`src/hjd_pkg.sv`:
```
// ----------------------------------------------------------------------------
// hjd_pkg
// Shared types and constants of the JPEG Huffman symbol decoder.
// ----------------------------------------------------------------------------
package hjd_pkg;

   localparam int DEFAULT_MAX_CODE_BITS = 16;
   localparam int DEFAULT_SYMBOL_DEPTH  = 256;

   localparam int COUNT_DEPTH  = 16;
   localparam int COUNT_IDX_W  = 4;
   localparam int LEN_W        = 5;
   localparam int BASE_CODE_W  = 17;
   localparam int BASE_INDEX_W = 9;
   localparam int INDEX_SUM_W  = 10;

   localparam logic [BASE_CODE_W-1:0]  BASE_CODE_MAX  = 17'h1FFFF;
   localparam logic [BASE_INDEX_W-1:0] BASE_INDEX_MAX = 9'd511;

   localparam logic [7:0] MARKER_BYTE = 8'hFF;
   localparam logic [7:0] STUFF_BYTE  = 8'h00;

   typedef enum logic [1:0] {
      KIND_COUNT   = 2'd0,
      KIND_SYMBOL  = 2'd1,
      KIND_DATA    = 2'd2,
      KIND_RESTART = 2'd3
   } kind_type;

   typedef struct packed {
      logic             valid;
      logic [LEN_W-1:0] len;
      logic             bad;
      logic             byte_end;
   } issue_type;

endpackage

```
`src/hjd_symbol_ram.sv`:
```
// ----------------------------------------------------------------------------
// hjd_symbol_ram
// Symbol store: one write port, one read port with registered read data.
// ----------------------------------------------------------------------------
module hjd_symbol_ram #(
   parameter int DEPTH  = 256,
   parameter int ADDR_W = 8
) (
   input  logic              clock,
   input  logic              wr_en,
   input  logic [ADDR_W-1:0] wr_addr,
   input  logic [7:0]        wr_data,
   input  logic              rd_en,
   input  logic [ADDR_W-1:0] rd_addr,
   output logic [7:0]        rd_data
);

   logic [7:0] mem [DEPTH];
   logic [7:0] rd_data_ff;

   always_ff @(posedge clock) begin
      if (wr_en) begin
         mem[wr_addr] <= wr_data;
      end
      if (rd_en) begin
         rd_data_ff <= mem[rd_addr];
      end
   end

   assign rd_data = rd_data_ff;

endmodule

```
`src/hjd_code_walker.sv`:
```
// ----------------------------------------------------------------------------
// hjd_code_walker
// Takes input items, keeps the length counts and walks the code one bit a cycle unless step_ok stalls it.
// ----------------------------------------------------------------------------
module hjd_code_walker
   import hjd_pkg::*;
#(
   parameter int MAX_CODE_BITS = DEFAULT_MAX_CODE_BITS,
   parameter int SYMBOL_DEPTH  = DEFAULT_SYMBOL_DEPTH,
   parameter int ADDR_W        = 8
) (
   input  logic              clock,
   input  logic              reset,
   input  logic              req_tvalid,
   output logic              req_tready,
   input  logic [15:0]       req_tdata,
   input  logic [1:0]        req_tuser,
   input  logic              step_ok,
   output issue_type         issue,
   output logic              wr_en,
   output logic [ADDR_W-1:0] wr_addr,
   output logic [7:0]        wr_data,
   output logic              rd_en,
   output logic [ADDR_W-1:0] rd_addr
);

   localparam int CODE_W  = MAX_CODE_BITS;
   localparam int TAKEN_W = $clog2(MAX_CODE_BITS);

   logic                    busy_ff, busy_in;
   logic [7:0]              shift_ff, shift_in;
   logic [2:0]              bit_cnt_ff, bit_cnt_in;
   logic [CODE_W-1:0]       partial_ff, partial_in;
   logic [TAKEN_W-1:0]      taken_ff, taken_in;
   logic [BASE_CODE_W-1:0]  base_code_ff, base_code_in;
   logic [BASE_INDEX_W-1:0] base_index_ff, base_index_in;
   logic                    marker_ff, marker_in;
   logic [7:0]              counts_ff [COUNT_DEPTH];

   kind_type                kind;
   logic [7:0]              position;
   logic [7:0]              byte_value;
   logic                    accept;
   logic                    step;
   logic [CODE_W-1:0]       code;
   logic [BASE_CODE_W-1:0]  code_ext;
   logic [BASE_CODE_W-1:0]  diff;
   logic [7:0]              cnt;
   logic [LEN_W-1:0]        len;
   logic                    hit;
   logic                    at_max;
   logic [INDEX_SUM_W-1:0]  idx;
   logic                    in_range;
   logic [BASE_CODE_W:0]    nb_sum;
   logic [INDEX_SUM_W-1:0]  ni_sum;

   assign kind       = kind_type'(req_tuser);
   assign position   = req_tdata[7:0];
   assign byte_value = req_tdata[15:8];
   assign req_tready = !busy_ff;
   assign accept     = req_tvalid && !busy_ff;
   assign step       = busy_ff && step_ok;

   assign code     = {partial_ff[CODE_W-2:0], shift_ff[7]};
   assign code_ext = BASE_CODE_W'(code);
   assign cnt      = counts_ff[COUNT_IDX_W'(taken_ff)];
   assign len      = LEN_W'(taken_ff) + LEN_W'(1);
   assign diff     = code_ext - base_code_ff;
   assign hit      = (code_ext >= base_code_ff) && (diff < BASE_CODE_W'(cnt));
   assign at_max   = (len == LEN_W'(MAX_CODE_BITS));
   assign idx      = INDEX_SUM_W'(base_index_ff) + INDEX_SUM_W'(diff[7:0]);
   assign in_range = (idx < INDEX_SUM_W'(SYMBOL_DEPTH));
   assign nb_sum   = (BASE_CODE_W+1)'(base_code_ff) + (BASE_CODE_W+1)'(cnt);
   assign ni_sum   = INDEX_SUM_W'(base_index_ff) + INDEX_SUM_W'(cnt);

   assign issue.valid    = step && (hit || at_max);
   assign issue.len      = hit ? len : LEN_W'(MAX_CODE_BITS);
   assign issue.bad      = hit ? !in_range : 1'b1;
   assign issue.byte_end = step && (bit_cnt_ff == 3'd0);

   assign rd_en   = step && hit && in_range;
   assign rd_addr = idx[ADDR_W-1:0];

   assign wr_en   = accept && (kind == KIND_SYMBOL)
                    && ({1'b0, position} < 9'(SYMBOL_DEPTH));
   assign wr_addr = position[ADDR_W-1:0];
   assign wr_data = byte_value;

   always_comb begin
      busy_in       = busy_ff;
      shift_in      = shift_ff;
      bit_cnt_in    = bit_cnt_ff;
      partial_in    = partial_ff;
      taken_in      = taken_ff;
      base_code_in  = base_code_ff;
      base_index_in = base_index_ff;
      marker_in     = marker_ff;
      if (accept) begin
         unique case (kind)
            KIND_COUNT, KIND_SYMBOL: begin
            end
            KIND_RESTART: begin
               partial_in    = '0;
               taken_in      = '0;
               base_code_in  = '0;
               base_index_in = '0;
               marker_in     = 1'b0;
            end
            KIND_DATA: begin
               bit_cnt_in = 3'd7;
               if (marker_ff) begin
                  marker_in = 1'b0;
                  busy_in   = 1'b1;
                  shift_in  = (byte_value == STUFF_BYTE) ? MARKER_BYTE : byte_value;
               end else if (byte_value == MARKER_BYTE) begin
                  marker_in = 1'b1;
               end else begin
                  busy_in  = 1'b1;
                  shift_in = byte_value;
               end
            end
         endcase
      end else if (step) begin
         shift_in   = {shift_ff[6:0], 1'b0};
         bit_cnt_in = bit_cnt_ff - 3'd1;
         if (bit_cnt_ff == 3'd0) begin
            busy_in = 1'b0;
         end
         if (hit || at_max) begin
            partial_in    = '0;
            taken_in      = '0;
            base_code_in  = '0;
            base_index_in = '0;
         end else begin
            partial_in    = code;
            taken_in      = len[TAKEN_W-1:0];
            base_code_in  = (nb_sum[BASE_CODE_W-1] != 1'b0 || nb_sum[BASE_CODE_W] != 1'b0)
                            ? BASE_CODE_MAX : {nb_sum[BASE_CODE_W-2:0], 1'b0};
            base_index_in = (ni_sum > INDEX_SUM_W'(BASE_INDEX_MAX))
                            ? BASE_INDEX_MAX : ni_sum[BASE_INDEX_W-1:0];
         end
      end
   end

   always_ff @(posedge clock) begin
      if (reset) begin
         busy_ff       <= 1'b0;
         bit_cnt_ff    <= '0;
         partial_ff    <= '0;
         taken_ff      <= '0;
         base_code_ff  <= '0;
         base_index_ff <= '0;
         marker_ff     <= 1'b0;
         for (int i = 0; i < COUNT_DEPTH; i++) begin
            counts_ff[i] <= '0;
         end
      end else begin
         busy_ff       <= busy_in;
         bit_cnt_ff    <= bit_cnt_in;
         partial_ff    <= partial_in;
         taken_ff      <= taken_in;
         base_code_ff  <= base_code_in;
         base_index_ff <= base_index_in;
         marker_ff     <= marker_in;
         if (accept && (kind == KIND_COUNT) && (position[7:4] == 4'd0)) begin
            counts_ff[position[COUNT_IDX_W-1:0]] <= byte_value;
         end
      end
   end

   always_ff @(posedge clock) begin
      shift_ff <= shift_in;
   end

endmodule

```
`src/hjd_result_stage.sv`:
```
// ----------------------------------------------------------------------------
// hjd_result_stage
// Holds a found code until it is known whether it ends its byte, then
// hands it to the output register.
// ----------------------------------------------------------------------------
module hjd_result_stage
   import hjd_pkg::*;
(
   input  logic        clock,
   input  logic        reset,
   input  issue_type   issue,
   input  logic [7:0]  rd_data,
   output logic        step_ok,
   output logic        rsp_tvalid,
   input  logic        rsp_tready,
   output logic [15:0] rsp_tdata,
   output logic        rsp_tuser,
   output logic        rsp_tlast
);

   logic             pend_v_ff, pend_v_in;
   logic             pend_last_ff, pend_last_in;
   logic [LEN_W-1:0] pend_len_ff, pend_len_in;
   logic             pend_bad_ff, pend_bad_in;
   logic             out_v_ff, out_v_in;
   logic [7:0]       out_sym_ff;
   logic [LEN_W-1:0] out_len_ff;
   logic             out_bad_ff;
   logic             out_last_ff;
   logic             out_free;
   logic             release_pend;

   assign out_free     = !out_v_ff || rsp_tready;
   assign step_ok      = !pend_v_ff || out_free;
   assign release_pend = pend_v_ff && out_free && (pend_last_ff || issue.valid);

   always_comb begin
      pend_v_in    = pend_v_ff;
      pend_last_in = pend_last_ff;
      pend_len_in  = pend_len_ff;
      pend_bad_in  = pend_bad_ff;
      if (issue.valid) begin
         pend_v_in    = 1'b1;
         pend_last_in = issue.byte_end;
         pend_len_in  = issue.len;
         pend_bad_in  = issue.bad;
      end else begin
         if (release_pend) begin
            pend_v_in = 1'b0;
         end
         if (issue.byte_end) begin
            pend_last_in = 1'b1;
         end
      end
      if (release_pend) begin
         out_v_in = 1'b1;
      end else if (rsp_tready) begin
         out_v_in = 1'b0;
      end else begin
         out_v_in = out_v_ff;
      end
   end

   always_ff @(posedge clock) begin
      if (reset) begin
         pend_v_ff    <= 1'b0;
         pend_last_ff <= 1'b0;
         out_v_ff     <= 1'b0;
      end else begin
         pend_v_ff    <= pend_v_in;
         pend_last_ff <= pend_last_in;
         out_v_ff     <= out_v_in;
      end
   end

   always_ff @(posedge clock) begin
      pend_len_ff <= pend_len_in;
      pend_bad_ff <= pend_bad_in;
      if (release_pend) begin
         out_sym_ff  <= pend_bad_ff ? 8'd0 : rd_data;
         out_len_ff  <= pend_len_ff;
         out_bad_ff  <= pend_bad_ff;
         out_last_ff <= pend_last_ff;
      end
   end

   assign rsp_tvalid = out_v_ff;
   assign rsp_tdata  = {3'b000, out_len_ff, out_sym_ff};
   assign rsp_tuser  = out_bad_ff;
   assign rsp_tlast  = out_last_ff;

endmodule

```
`src/jpeg_huffman_symbol_decoder.sv`:
```
// ----------------------------------------------------------------------------
// jpeg_huffman_symbol_decoder
// Canonical JPEG Huffman symbol decoder with loadable count and symbol tables.
// ----------------------------------------------------------------------------
// Load items (count or symbol writes) and restart items leave the decoder
// free. A data byte is taken and then walked one code bit per cycle; the walk
// pauses while a found code cannot move on because the output register is
// still occupied, and no new item is taken until the byte's last bit is
// walked. A 0xFF marker byte is only noted. Each bit step compares the running
// code against the count of the current length and, on a match, reads the
// symbol memory, whose read latency is hidden while the found code is pending.
// The symbol memory has no reset and must be loaded before codes that use it.
// ----------------------------------------------------------------------------
module jpeg_huffman_symbol_decoder
   import hjd_pkg::*;
#(
   parameter int MAX_CODE_BITS = DEFAULT_MAX_CODE_BITS,
   parameter int SYMBOL_DEPTH  = DEFAULT_SYMBOL_DEPTH
) (
   input  logic        clock,
   input  logic        reset,
   input  logic        req_tvalid,
   output logic        req_tready,
   input  logic [15:0] req_tdata,   // position [7:0], byte_value [15:8]
   input  logic [1:0]  req_tuser,   // kind [1:0]
   output logic        rsp_tvalid,
   input  logic        rsp_tready,
   output logic [15:0] rsp_tdata,   // symbol [7:0], code_length [12:8], zero [15:13]
   output logic        rsp_tuser,   // bad_code [0]
   output logic        rsp_tlast
);

   localparam int ADDR_W = $clog2(SYMBOL_DEPTH);

   issue_type         issue;
   logic              step_ok;
   logic              wr_en;
   logic [ADDR_W-1:0] wr_addr;
   logic [7:0]        wr_data;
   logic              rd_en;
   logic [ADDR_W-1:0] rd_addr;
   logic [7:0]        rd_data;

   hjd_code_walker #(
      .MAX_CODE_BITS(MAX_CODE_BITS),
      .SYMBOL_DEPTH (SYMBOL_DEPTH),
      .ADDR_W       (ADDR_W)
   ) u_walker (
      .clock     (clock),
      .reset     (reset),
      .req_tvalid(req_tvalid),
      .req_tready(req_tready),
      .req_tdata (req_tdata),
      .req_tuser (req_tuser),
      .step_ok   (step_ok),
      .issue     (issue),
      .wr_en     (wr_en),
      .wr_addr   (wr_addr),
      .wr_data   (wr_data),
      .rd_en     (rd_en),
      .rd_addr   (rd_addr)
   );

   hjd_symbol_ram #(
      .DEPTH (SYMBOL_DEPTH),
      .ADDR_W(ADDR_W)
   ) u_ram (
      .clock  (clock),
      .wr_en  (wr_en),
      .wr_addr(wr_addr),
      .wr_data(wr_data),
      .rd_en  (rd_en),
      .rd_addr(rd_addr),
      .rd_data(rd_data)
   );

   hjd_result_stage u_result (
      .clock     (clock),
      .reset     (reset),
      .issue     (issue),
      .rd_data   (rd_data),
      .step_ok   (step_ok),
      .rsp_tvalid(rsp_tvalid),
      .rsp_tready(rsp_tready),
      .rsp_tdata (rsp_tdata),
      .rsp_tuser (rsp_tuser),
      .rsp_tlast (rsp_tlast)
   );

endmodule
```
`config.mk`:
```
export PLATFORM = sky130hd
export DESIGN_NAME = jpeg_huffman_symbol_decoder
export DESIGN_NICKNAME = d
export VERILOG_FILES = /design/src/hjd_pkg.sv /design/src/hjd_symbol_ram.sv /design/src/hjd_code_walker.sv /design/src/hjd_result_stage.sv /design/src/jpeg_huffman_symbol_decoder.sv
export SDC_FILE = /design/constraint.sdc
export NUM_CORES = 2
export LEC_CHECK = 0
export ABC_AREA = 1
export BUFFER_PORTS_ARGS = -buffer_cell sky130_fd_sc_hd__buf_2
export CORE_MARGIN = 2
export CORE_UTILIZATION = 50
export DETAILED_ROUTE_END_ITERATION = 8
export PLACE_DENSITY_LB_ADDON = 0.15
export SYNTH_ARGS = -nofsm -noshare
export SYNTH_HDL_FRONTEND = slang
export SYNTH_SLANG_ARGS = --single-unit
```
`constraint.sdc`:
```
create_clock -name clock -period 7.5 [get_ports clock]
set_input_delay 0 -clock clock [delete_from_list [all_inputs] [get_ports clock]]
set_output_delay 0 -clock clock [all_outputs]
set_load 0.01 [all_outputs]
```
==> flow_summary.yaml <==
grt:
  grt_pass1_wl_um: 391000
  grt-ovfl-total: 0
  grtUsageTotal_pct: 27.3
  grt_start_max_net_pins: 181
  grt_pass1_vias: 58900
  antenna_found_initial: 12
setup_path:
  critPathKind: "flip-flop to flip-flop"
  r2r_slack_ns: 1.90
  rr_endpoint: "u_ram.rd_data[3]"
  critical_path_buf_inv_count: 4
  crit_top_cell: "nand2_1"
  worstPathMaxFanout: 57
  start_kind: "flip-flop"
  cp.required_ns: 8.12
  cp_data_arrival_time_ns: 6.22
  path_delay_family: "XOR/XNOR gates"
  critical_path.max_stage_delay_ns: 0.96
  end_kind: "flip-flop"
  ff2ff_path_depth: 17
  slowest_stage: "xor2_4"
  rr_startpoint: "u_walker.shift_ff[7]"
  cp_cell_sequence: "inv_1 > ha_1 > inv_1 > fa_1 > xor2_1 > ha_1 > a21oi_1 > nand2_1 > xor2_4 > inv_6 > buf_4 > o21ai_0 > o211ai_1 > nand3_1 > nand2_1 > nand2_1 > nand2_1"
routing:
  ant_nets: 0
  num_vias: 62300
  drt_iter0_drc: 7658
  first_pass_iters: 6
  wl_per_cell_um: 25.5
  wirelength_um: 264000
  route.detailed.drc: 0
  via_per_inst: 6.01
placement:
  dp_slack_ns: 1.92
  gp_congestion: 0.877
  dpl.hpwl_um: 151000
  port_buffers: 38
timing:
  tns_ns: 0
  min_period_over_period_pct: 74.7
  rsz0062_at_grt: "no"
  clock_skew_ns: 0.0344
  setup_viol: 0
  finalMaxSlewViolations: 0
  final_critical_path_setup_slack_ns: 1.90
  slew_headroom_pct: 20.4
  fmax_ghz: 0.178
  fin_crit_ns: 5.60
  final_hold_viol_count: 0
  worst_pin_slew_ns: 1.19
floorplan:
  rows: 159
  dieWidth_um: 438
  io_pins: 42
  die_area_sq_um: 192000
  fp.coreArea_sq_um: 187000
  start_util_pct: 50.2
  die_h_um: 438
clock_tree:
  clkTransAtPathRegs_ns: 0.06
  clk_path_buf_depth: 3
  htree_levels: 4
  cts_sinks: 2270
  numCtsBuffers: 228
  clk_latency_ns: 0.87
  cts_resized: 0
  cts_tree: "built"
  cts_root_buf: "clkbuf_16"
logic_synthesis:
  synthCells: 7804
  synthArstFlopShare_pct: 0
  ys_seq_area_share_pct: 71.9
  syn_area_per_cell_sq_um: 12.1
  yosysMostFrequentCell: "edfxtp_1"
  ys_ff_latch: 2270
  synth_flop_cell: "edfxtp_1"
  yosysWarningCount: 0
  netlist_area_sq_um: 94100
  synth_cell_types: 53
  synth_top_cell_by_area: "edfxtp_1"
  synth_top_area_share_pct: 70.7
  synth.area.top_cells: "edfxtp_1 71%, nor2_1 8.3%, o32ai_1 4.8%"
  ys_top_cells_by_count: "2213 x edfxtp_1, 2078 x nor2_1, 982 x nand2_1"
  synth_edf_count: 2213
power:
  irDropWorstVdd_uv: 209
  power.density_nw_per_um2: 281
  total_leakage_power_nw: 34.8
worst_hold_path:
  hp-class: "primary input to flip-flop"
  hold_start: "req_tdata[11]"
  whs_path_depth: 2
  worstHoldEndpoint: "u_ram.mem[81][3]"
final_layout:
  drive_above_1_share_pct: 6.56
  area_delta_synth_final_pct: 10.2
  fin_nets: 7752
job:
  maxCapViolCount: 0
run_status:
  status: "complete, no violations"
[flip-flops by register name (all words and copies together), names as in the netlist, 5 cells and up, named ones only]
signal,flops
u_walker.shift_ff,8
u_walker.base_index_ff,9
u_result.out_len_ff,5
u_ram.rd_data,8
u_walker.partial_ff,15
u_result.out_sym_ff,8
u_ram.mem,2048
u_result.pend_len_ff,5
u_walker.base_code_ff,17
u_walker.counts_ff,128
[kinds of logic after synthesis]
kind of cell | after synthesis | synth area share (%)
buf+inv | 684 | 3.14
simple gates | 3383 | 14.0
other cells | 1 | 0.00399
flops | 2270 | 71.9
fa+ha+maj | 55 | 0.764
xor+xnor | 35 | 0.342
compound gates | 1376 | 9.84
[placed cells by master (no fill, tap or decap), types with 81 or more instances in the layout]
master     count
nand3_1      278
clkbuf_16    232
nor2_1      2078
buf_4         91
o21ai_0      604
nand2_1      966
o211ai_1     101
a21oi_1       81
o32ai_1      512
inv_1        136
edfxtp_1    2213
[stage by stage]
step / util [%] / power, W / cell area (sq um) / hold slack (ns) / instances
floorplan: - / 0.0167 / 94100 / 0.0989 / 7806
global placement: 51.4 / 0.0182 / 96300 / 0.402 / 9918
detailed placement: 51.4 / 0.0183 / 96300 / 0.405 / 9918
CTS: 55.3 / 0.0291 / 104000 / 0.0826 / 10400
global route: 55.3 / 0.0300 / 104000 / 0.118 / 10400
finish: 55.3 / 0.0291 / 104000 / 0.131 / 10400
[report_power, final]
group	total, W	internal (W)	switching [W]
logic	0.00409	0.00106	0.00303
clock network	0.0110	0.00625	0.00477
registers	0.0140	0.0140	0.0000237
total	0.0291	0.0213	0.00782
[area by class of cell]
type | instances | area [sq um]
fillers | 15600 | 83700
clock inverters | 130 | 1100
diodes | 7 | 17.5
multi-input cells | 4852 | 23600
clock buffers | 288 | 6060
repair buffers | 170 | 1550
inverters | 153 | 594
well taps | 2495 | 3120
flip-flops and latches | 2270 | 67600
[worst max-delay path by stage]
| stage | startpoint | cells past startpoint | end | slack [ns] |
|---|---|---|---|---|
| 3_3_place_gp | u_walker.shift_ff[7] | 17 | u_ram.rd_data[3] | 1.87 |
| 5_1_grt | u_walker.shift_ff[7] | 17 | u_ram.rd_data[3] | 1.63 |
| 2_1_floorplan | flip-flop | 21 | u_walker.base_code_ff[1] | 4.08 |
| 6_report | u_walker.shift_ff[7] | 17 | u_ram.rd_data[3] | 1.90 |
| 3_5_place_dp | u_walker.shift_ff[7] | 17 | u_ram.rd_data[3] | 1.92 |
| 4_1_cts | u_walker.shift_ff[7] | 17 | u_ram.rd_data[3] | 1.89 |
[worst register-to-register path, cell delays in order (launching register included)]
cell and delay [ns]:
edfxtp_1 0.38, inv_1 0.07, ha_1 0.13, inv_1 0.08
fa_1 0.42, xor2_1 0.25, ha_1 0.34, a21oi_1 0.16
nand2_1 0.15, xor2_4 0.96, inv_6 0.47, buf_4 0.47
o21ai_0 0.84, o211ai_1 0.15, nand3_1 0.25, nand2_1 0.08
nand2_1 0.08, nand2_1 0.07
[what timing repair did]
item | 4_1_cts | 5_1_grt
hold buffers | 22 | 0
hold endpoints to repair | 811 | 0
setup endpoints to repair | 0 | 0
setup buffers | 0 | 0
[metal layers]
layer  vias up  wire, um  track usage, %
li1      28000         -               -
met1     31200    112000            39.7
met2      2697    122000            42.2
met3       408     22600            4.26
met4         2      7930            9.09
met5         -        13               0
Power figures use the tool's default switching activity.
